### src/rtl/core/sm3_pkg.sv
// shared constants, types and helper functions for the sm3 hash core
`timescale 1ns / 1ps

package sm3_pkg;

    localparam int WordW   = 32;
    localparam int BlkWords = 16;
    localparam int Rounds  = 64;
    localparam int DigWords = 8;
    localparam int TdataW  = 40;

    localparam logic [WordW-1:0] T_LOW    = 32'h79CC4519;
    localparam logic [WordW-1:0] T_HIGH   = 32'h7A879D8A;
    // high round constant pre-rotated by 16 for the first round that uses it
    localparam logic [WordW-1:0] T_HIGH_R = 32'h9D8A7A87;
    localparam logic [WordW-1:0] PAD_WORD = 32'h80000000;

    typedef logic [WordW-1:0] word_t;

    typedef enum logic [1:0] {
        ST_IDLE,
        ST_PAD,
        ST_ROUND,
        ST_OUT
    } state_t;

    function automatic word_t rotl(input word_t x, input int unsigned n);
        int unsigned m;
        m = n % 32;
        if (m == 0)
            return x;
        return (x << m) | (x >> (32 - m));
    endfunction

    function automatic word_t perm0(input word_t x);
        return x ^ rotl(x, 9) ^ rotl(x, 17);
    endfunction

    function automatic word_t perm1(input word_t x);
        return x ^ rotl(x, 15) ^ rotl(x, 23);
    endfunction

    function automatic word_t iv_word(input logic [2:0] idx);
        word_t v;
        unique case (idx)
            3'd0: v = 32'h7380166F;
            3'd1: v = 32'h4914B2B9;
            3'd2: v = 32'h172442D7;
            3'd3: v = 32'hDA8A0600;
            3'd4: v = 32'hA96F30BC;
            3'd5: v = 32'h163138AA;
            3'd6: v = 32'hE38DEE4D;
            3'd7: v = 32'hB0FB0E4E;
        endcase
        return v;
    endfunction

    // keep the leading bytes of a short last word and append the 0x80 marker
    function automatic word_t pad_short(input word_t w, input logic [2:0] n);
        word_t v;
        unique case (n)
            3'd0: v = PAD_WORD;
            3'd1: v = {w[31:24], 8'h80, 16'h0000};
            3'd2: v = {w[31:16], 8'h80, 8'h00};
            3'd3: v = {w[31:8], 8'h80};
            default: v = w;
        endcase
        return v;
    endfunction

endpackage

### src/rtl/core/sm3_round.sv
// one sm3 compression round plus one message expansion step
`timescale 1ns / 1ps

module sm3_round
    import sm3_pkg::*;
(
    input  word_t work_in [8],
    input  word_t w_j,
    input  word_t w_j3,
    input  word_t w_j4,
    input  word_t w_j7,
    input  word_t w_j10,
    input  word_t w_j13,
    input  word_t t_rot,
    input  logic  high,
    output word_t work_out [8],
    output word_t w_new
);

    word_t a12;
    word_t ss1;
    word_t ss2;
    word_t ff;
    word_t gg;
    word_t tt1;
    word_t tt2;

    always_comb
    begin
        a12 = rotl(work_in[0], 12);
        ss1 = rotl(a12 + work_in[4] + t_rot, 7);
        ss2 = ss1 ^ a12;
        if (high)
        begin
            ff = (work_in[0] & work_in[1]) | (work_in[0] & work_in[2])
                 | (work_in[1] & work_in[2]);
            gg = (work_in[4] & work_in[5]) | (~work_in[4] & work_in[6]);
        end
        else
        begin
            ff = work_in[0] ^ work_in[1] ^ work_in[2];
            gg = work_in[4] ^ work_in[5] ^ work_in[6];
        end
        tt1 = ff + work_in[3] + ss2 + (w_j ^ w_j4);
        tt2 = gg + work_in[7] + ss1 + w_j;

        work_out[0] = tt1;
        work_out[1] = work_in[0];
        work_out[2] = rotl(work_in[1], 9);
        work_out[3] = work_in[2];
        work_out[4] = perm0(tt2);
        work_out[5] = work_in[4];
        work_out[6] = rotl(work_in[5], 19);
        work_out[7] = work_in[6];

        w_new = perm1(w_j ^ w_j7 ^ rotl(w_j13, 15)) ^ rotl(w_j3, 7) ^ w_j10;
    end

endmodule

### src/rtl/core/sm3_hash.sv
// sm3 hash core: word intake, padding sequencer, round loop and digest output
//
// Message words enter one beat per cycle while the core is ready. Every
// sixteenth word starts a compression, one round per cycle on a single
// shared round unit, during which s_tready stays low. The beat with s_tlast
// set adds the padding words internally, one per cycle, followed by one or
// two more compressions, and then the eight digest words leave as eight m_
// beats, word 0 first, the last with m_tlast. The core then starts a fresh
// message.
`timescale 1ns / 1ps

module sm3_hash
    import sm3_pkg::*;
(
    input  logic              clk,
    input  logic              rst_n,
    input  logic              s_tvalid,
    output logic              s_tready,
    input  logic [TdataW-1:0] s_tdata,   // message_word[31:0], byte_count[34:32], zero fill
    input  logic              s_tlast,
    output logic              m_tvalid,
    input  logic              m_tready,
    output logic [TdataW-1:0] m_tdata,   // digest_word[31:0], word_index[34:32], zero fill
    output logic              m_tlast
);

    state_t      state_reg;
    state_t      state_next;
    logic [3:0]  fill_reg;
    logic [63:0] len_reg;
    logic        pad_active_reg;
    logic        need80_reg;
    logic        hi_done_reg;
    logic [5:0]  round_reg;
    logic [2:0]  idx_reg;
    word_t       t_reg;
    word_t       chain_reg [8];
    word_t       work_reg [8];
    word_t       win_reg [BlkWords];

    word_t       work_rnd [8];
    word_t       w_new;

    word_t       in_word;
    logic [2:0]  byte_count;
    logic [2:0]  n_clamp;
    logic        in_fire;
    logic        out_fire;
    logic        push_en;
    word_t       push_data;
    logic        block_full;
    logic        last_round;
    logic        out_end;

    assign in_word    = s_tdata[31:0];
    assign byte_count = s_tdata[34:32];
    assign n_clamp    = (byte_count > 3'd4) ? 3'd4 : byte_count;

    assign m_tdata = {5'b00000, idx_reg, chain_reg[0]};
    assign m_tlast = (idx_reg == 3'd7);

    sm3_round u_round (
        .work_in  (work_reg),
        .w_j      (win_reg[0]),
        .w_j3     (win_reg[3]),
        .w_j4     (win_reg[4]),
        .w_j7     (win_reg[7]),
        .w_j10    (win_reg[10]),
        .w_j13    (win_reg[13]),
        .t_rot    (t_reg),
        .high     (round_reg[5:4] != 2'b00),
        .work_out (work_rnd),
        .w_new    (w_new)
    );

    // handshakes and the word pushed into the block this cycle
    always_comb
    begin
        s_tready  = (state_reg == ST_IDLE);
        m_tvalid  = (state_reg == ST_OUT);
        in_fire   = s_tvalid && s_tready;
        out_fire  = m_tvalid && m_tready;
        push_en   = 1'b0;
        push_data = '0;
        unique case (state_reg)
            ST_IDLE:
            begin
                if (in_fire)
                begin
                    push_en = 1'b1;
                    if (!s_tlast || n_clamp == 3'd4)
                        push_data = in_word;
                    else
                        push_data = pad_short(in_word, n_clamp);
                end
            end
            ST_PAD:
            begin
                push_en = 1'b1;
                priority if (need80_reg)
                    push_data = PAD_WORD;
                else if (hi_done_reg)
                    push_data = len_reg[31:0];
                else if (fill_reg == 4'd14)
                    push_data = len_reg[63:32];
                else
                    push_data = '0;
            end
            ST_ROUND, ST_OUT:
            begin
                push_en = 1'b0;
            end
        endcase
        block_full = push_en && (fill_reg == 4'd15);
        last_round = (state_reg == ST_ROUND) && (round_reg == 6'd63);
        out_end    = out_fire && (idx_reg == 3'd7);
    end

    always_comb
    begin
        state_next = state_reg;
        unique case (state_reg)
            ST_IDLE:
            begin
                if (in_fire)
                begin
                    if (block_full)
                        state_next = ST_ROUND;
                    else if (s_tlast)
                        state_next = ST_PAD;
                end
            end
            ST_PAD:
            begin
                if (block_full)
                    state_next = ST_ROUND;
            end
            ST_ROUND:
            begin
                if (last_round)
                begin
                    // the length low word closes the final block
                    if (pad_active_reg && hi_done_reg)
                        state_next = ST_OUT;
                    else if (pad_active_reg)
                        state_next = ST_PAD;
                    else
                        state_next = ST_IDLE;
                end
            end
            ST_OUT:
            begin
                if (out_end)
                    state_next = ST_IDLE;
            end
        endcase
    end

    always_ff @(posedge clk or negedge rst_n)
    begin
        if (!rst_n)
        begin
            state_reg      <= ST_IDLE;
            fill_reg       <= '0;
            len_reg        <= '0;
            pad_active_reg <= 1'b0;
            need80_reg     <= 1'b0;
            hi_done_reg    <= 1'b0;
            round_reg      <= '0;
            idx_reg        <= '0;
            for (int i = 0; i < DigWords; i++)
                chain_reg[i] <= iv_word(3'(i));
        end
        else
        begin
            state_reg <= state_next;
            if (push_en)
                fill_reg <= fill_reg + 4'd1;
            if (in_fire)
            begin
                if (s_tlast)
                    len_reg <= len_reg + {58'd0, n_clamp, 3'b000};
                else
                    len_reg <= len_reg + 64'd32;
            end
            else if (out_end)
                len_reg <= '0;

            if (in_fire && s_tlast)
                pad_active_reg <= 1'b1;
            else if (out_end)
                pad_active_reg <= 1'b0;

            if (in_fire && s_tlast && n_clamp == 3'd4)
                need80_reg <= 1'b1;
            else if (state_reg == ST_PAD)
                need80_reg <= 1'b0;

            if (state_reg == ST_PAD && !need80_reg && !hi_done_reg && fill_reg == 4'd14)
                hi_done_reg <= 1'b1;
            else if (out_end)
                hi_done_reg <= 1'b0;

            if (state_reg == ST_ROUND)
                round_reg <= round_reg + 6'd1;

            if (out_fire)
                idx_reg <= idx_reg + 3'd1;

            // feed-forward at the end of a block, then refill with the iv while
            // the digest shifts out
            if (last_round)
            begin
                for (int i = 0; i < DigWords; i++)
                    chain_reg[i] <= chain_reg[i] ^ work_rnd[i];
            end
            else if (out_fire)
            begin
                for (int i = 0; i < DigWords - 1; i++)
                    chain_reg[i] <= chain_reg[i + 1];
                chain_reg[DigWords-1] <= iv_word(idx_reg);
            end
        end
    end

    // round registers, round constant and the block / expansion window
    always_ff @(posedge clk)
    begin
        if (block_full)
        begin
            for (int i = 0; i < 8; i++)
                work_reg[i] <= chain_reg[i];
            t_reg <= T_LOW;
        end
        else if (state_reg == ST_ROUND)
        begin
            for (int i = 0; i < 8; i++)
                work_reg[i] <= work_rnd[i];
            if (round_reg == 6'd15)
                t_reg <= T_HIGH_R;
            else
                t_reg <= rotl(t_reg, 1);
        end

        if (push_en || state_reg == ST_ROUND)
        begin
            for (int i = 0; i < BlkWords - 1; i++)
                win_reg[i] <= win_reg[i + 1];
            win_reg[BlkWords-1] <= push_en ? push_data : w_new;
        end
    end

endmodule

### config.mk
export PLATFORM = sky130hd
export DESIGN_NAME = sm3_hash
export DESIGN_NICKNAME = d
export VERILOG_FILES = /design/src/rtl/core/sm3_pkg.sv /design/src/rtl/core/sm3_round.sv /design/src/rtl/core/sm3_hash.sv
export SDC_FILE = /design/constraint.sdc
export NUM_CORES = 2
export LEC_CHECK = 0
export BUFFER_PORTS_ARGS = -buffer_cell sky130_fd_sc_hd__buf_2
export CAP_MARGIN = 40
export CORE_ASPECT_RATIO = 0.75
export CORE_UTILIZATION = 45
export DETAILED_ROUTE_END_ITERATION = 10
export PLACE_DENSITY = 0.69
export SETUP_SLACK_MARGIN = 0.02
export SLEW_MARGIN = 20
export SYNTH_ARGS = -nofsm -noshare
export SYNTH_HDL_FRONTEND = slang
export SYNTH_HIERARCHICAL = 1
export SYNTH_SLANG_ARGS = --single-unit
### constraint.sdc
create_clock -name clk -period 32.6 [get_ports clk]
set_clock_uncertainty 0.15 [all_clocks]
set_input_delay 3.26 -clock clk [delete_from_list [all_inputs] [get_ports clk]]
set_output_delay 3.26 -clock clk [all_outputs]
set_load 0.1 [all_outputs]
[Yosys cells after proc, flatten, opt, wreduce, memory -nomap -nowiden]
Memory sizes are Yosys's and may differ from the RTL's.
Index checks and enable logic that the tools add are counted.
Storage, ports and cells
  flip-flop bits (word level): 626
  bits in writable memories: 512
  ROM bits: 248
  bits of input ports: 45
  word-level logic and storage cells: 164
  memories: 2
Operators by class
  $add $sub $neg: 13
  $lt $le $gt $ge: 1
  equality and inequality tests: 17
  muxes and demuxes: 37
  bitwise logic cells: 42
  reduce and logical (&&, ||, !) cells: 27
Memory list
  win_reg: depth 16, width 32, rd ports 16, clocked after memory_dff 0, wr ports 16, RTL line sm3_hash.sv:39  | word_t win_reg [BlkWords];
  (name not given): depth 8, width 31, rd ports 1, clocked after memory_dff 0, wr ports 0, RTL line sm3_pkg.sv:45  | unique case (idx)
Operator list (number)
  $mux W256: 4
  $xor A32 B32 Y32: 22
  $mux W32: 9
  $add A32 B32 Y32: 8
  $mux W64: 3
  $and A32 B32 Y32: 5
  $pmux W32 S4: 1
  $or A32 B32 Y32: 3
  $add A64 B6 Y64: 1
  $add A64 B6 Y64 const B: 1
  $or A32 B15 Y32: 2
  $or A32 B7 Y32: 2
  $or A32 B9 Y32: 2
  $pmux W32 S2: 1
  $not A32 Y32: 1
  $or A32 B1 Y32: 1
  $or A32 B12 Y32: 1
  $or A32 B17 Y32: 1
  $or A32 B19 Y32: 1
  $or A32 B23 Y32: 1
  $mux W2: 7
  $reduce_bool A2 Y1: 7
  $logic_and A1 B1 Y1: 11
  $mux W1: 9
  other kinds (24): 33

[Depth between registers and ports, before layout]
  word-level depth: 12
  mapped depth: 32

[Cells and area by module]
The synthesis kept the hierarchy.
Modules (own cells, without submodules)
  sm3_hash: times used 1, cells an instance 3651, area an instance 44841.8 um^2, sequential area each 32234.7 um^2
  sm3_round: times used 1, cells an instance 1751, area an instance 14986.9 um^2, sequential area each 0.0 um^2

[Worst setup path after synthesis]
Ideal clock, no wire load.
  path type: input to register
  start point: input s_tvalid
  end point: memory win_reg[0][0] (netlist name), enable pin
  arrival: 12398 ps
  data required time: 28824 ps
  setup slack: 16426 ps
  stages: 4
  buffers on the path: 2
  cell sequence: o21ai_1 > clkbuf_1 > buf_1 > nand2_1
RTL lines
  from (decl): RTL line sm3_hash.sv:17  | input logic s_tvalid,
  to (decl): RTL line sm3_hash.sv:39

==> metrics.md <==
| Metric | Value |
|---|---|
| R2R Path Start | work_reg[245] |
| Hold Crit Start | win_reg[0][202] |
| Xor/xnor share of the synthesized area | 6.44% |
| DRT Wirelength | 181,000 um |
| RSZ-0062 raised after global routing | false |
| Worst Path Required | 33.06 ns |
| Skew-Pair Late Insertion Delay | 0.74 ns |
| Synth warnings | 6 |
| Post-synth top area cell | edfxtp_1 |
| Post-synth EDFFs | 768 |
| Setup slack, reg-to-reg | 23.27 ns |
| Initial Util | 45.5% |
| Top post-synthesis cells by area | edfxtp_1 (39%), dfrtp_1 (9.0%), nand2_1 (8.6%) |
| Synthesized cell area | 59,800 um2 |
| Synth unique cells | 105 |
| Final setup vio count | 0 |
| Vias | 42,011 |
| CP Class | register to register |
| Clock buffer depth | 3 |
| Layout area overhead | 7.99% |
| Share of cells above drive strength 1 | 9.94% |
| Max stage delay on crit path | 0.62 ns |
| Critical Path Most Common Cell | fa_1 |
| Maximum clock rate | 107 MHz |
| Worst hold path depth | 0 |
| Chip Height | 318 um |
| Seq/Total Area, Yosys | 53.9% |
| Fin crit share | 28.6% |
| Hold Fails Final Rpt | 0 |
| Top cell type's share of synthesized area | 38.5% |
| Post-Synthesis Cells | 5,402 |
| Measured slew at the worst slew-check pin | 1.18 ns |
| Post-synthesis register bit count | 1,135 |
| Number of global-route vias before repair | 38,376 |
| Clock Tree Root | clkbuf_16 |
| # port buffers | 77 |
| Adder-cell share of the synthesized area | 8.54% |
| Die width | 423 um |
| Slew Viols, Final | 0 |
| Post-synthesis compound-gate area fraction | 9.86% |
| Cts bufs inserted | 107 |
| Multiplexer area fraction after synthesis | 1.30% |
| Initial antenna violation count | 4 |
| Global-route wire length before repair | 263,000 um |
| GPL Wtd Cong | 0.961 |
| Setup bufs post-CTS | 0 |
| R2R depth | 31 |
| Post-layout nets | 5,579 |
| Post-CTS Resized | 0 |
| Number of hold buffers added after cts | 0 |
| Status | finished clean |
| Synth Flop Type | edfxtp_1 |
| CP max FO | 5 |
| Site row count | 115 |
| Post-Place Cells | 6,879 |
| CTS Sinks | 1,135 |
| Largest family of logic cells by synthesized area | simple AND/OR/NAND/NOR gates |
| Number of flip-flops under the largest register name | 512 |
| Grt total ovfl | 0 |
| TNS Setup | 0 ns |
| DIE AREA | 134,000 um2 |
| Final std cells w/o fill | 7,089 |
| Htree depth | 3 |
| CTS clk-pin slew, worst paths | 0.07 ns |
| Min Tclk post-route | 9.33 ns |
| Largest net degree at the start of global routing | 169 |
| Routed len/inst | 25.6 um |
| Worst path top cell family by delay | compound AO/OA/AOI/OAI gates |
| Slew margin rel. | 21.1% |
| DR iter-0 viols | 5,968 |
| Hpwl dp | 135,000 um |
| Drt pass-1 iters | 9 |
| Simple-gate share of the synthesized area | 14.3% |
| Core Area | 132,000 um2 |
| Syn Area/Cell | 11.1 um2 |
| CTS tree | done |
| # DRC | 0 |
| Io pins | 88 |
| Critical Path AT | 9.79 ns |
| GRT Util Overall | 26.7% |
| Number of max-cap violations | 0 |
| Buf/Inv on CP | 3 |
| Post-synth ARST share | 29.5% |
| Critical Path End Type | register |
| Vias per inst | 5.93 |
| Crit Reg-Reg Endpoint | m_tdata[31] |
| Worst Hold End | win_reg[0][170] |
| Routed Antenna Nets | 0 |
| Slowest cell on crit path | edfxtp_1 |
| Startpoint Class | register |
| Hold Path Class | register to register |
## how the worst max path moves through the flow
| stage | to | depth (start not counted) | from | slack, ns |
|---|---|---|---|---|
| floorplan | win_reg[0][0] | 4 | s_tvalid | 16.43 |
| global placement | chain_reg[121] | 31 | work_reg[245] | 23.53 |
| detailed placement | work_reg[97] | 29 | work_reg[245] | 23.55 |
| CTS | work_reg[97] | 29 | work_reg[245] | 23.51 |
| global route | chain_reg[121] | 31 | work_reg[245] | 23.01 |
| finish | m_tdata[31] | 31 | work_reg[245] | 23.27 |
## kinds of logic (layout without fill, tap and decap cells)
family / count (synthesis) / after routing
AO/OA/AOI/OAI: 827 / 827
XOR/XNOR: 426 / 426
adder cells (fa/ha/maj): 295 / 295
buffers and inverters: 648 / 575
flip-flops: 1135 / 1135
multiplexers: 76 / 76
other: 1 / 6
AND/OR/NAND/NOR: 1994 / 1994
## cell usage in the layout, fill, tap and decap left out, drive strengths merged, types with 113 or more instances in the layout
master and n:
inv 219, buf 156, clkbuf 140, xor2 127, a21oi 113, o211ai 266
dfstp 119, nand3 294, dfrtp 216, edfxtp 768, nand2 1372, nor2 115
fa 189, xnor2 291
## metrics by stage
step                      util [%]  worst slack, ns  hold slack [ns]  area (um2)
final                         49.1            23.27            0.260       64600
after detailed placement      46.2            23.55            0.255       60700
after floorplan                  -            16.43            0.250       59800
after global placement        45.8            23.53            0.250       60300
after CTS                     49.0            23.51            0.258       64500
after global routing          49.1            23.01            0.262       64600
## final cells by class
type	instances	area, um2
Inverter	215	815
Clock buffer	139	2980
Multi-Input combinational cell	3623	24300
Timing Repair Buffer	157	1320
Clock inverter	64	802
Sequential cell	1135	32200
Antenna cell	1	2.50
Fill cell	11576	66900
Tap cell	1755	2200
## cells in the mapped netlist, types with 14 or more instances
cell type  instances
buf_2             58
buf_1             29
o31ai_1           26
buf_4            230
dfstp_2          119
a222oi_1          16
o21bai_1          20
nor2b_1           29
o21a_1            22
ha_1             106
nor3_1            40
o21ai_0          101
dfxtp_1           32
nand3_1          294
fa_1             189
nand4_1           31
dfrtp_1          216
and3_1            14
a21o_1            37
mux2i_1           64
a31oi_1           38
nand3b_1          17
edfxtp_1         768
inv_1            214
a211oi_1          47
clkbuf_1         112
o211ai_1         265
a21oi_1          112
a221o_1           15
nor2_1           112
nand2_1         1371
xnor2_1          290
nand2b_1          14
xor2_1           127
a22oi_1           26
## worst reg2reg max path: cells and delay by family, from the launching register on
family / cells / cell delay, ns
buffers and inverters: 3 / 0.26
adders and majority gates: 7 / 3.00
DFF: 1 / 0.62
xor gates and xnor gates: 2 / 0.83
and+or+nand+nor: 5 / 0.71
AOI/OAI and AO/OA: 14 / 3.67
## metal layers
metal | wire length, um | global-route usage [%]
met1 | 83100 | 43.5
met2 | 72200 | 35.1
met3 | 22000 | 6.37
met4 | 4210 | 6.06
met5 | 8 | 0
Power is left out: the tool's default activity adds up to more than one toggle a clock period on the data nets, which glitch-free logic cannot reach.
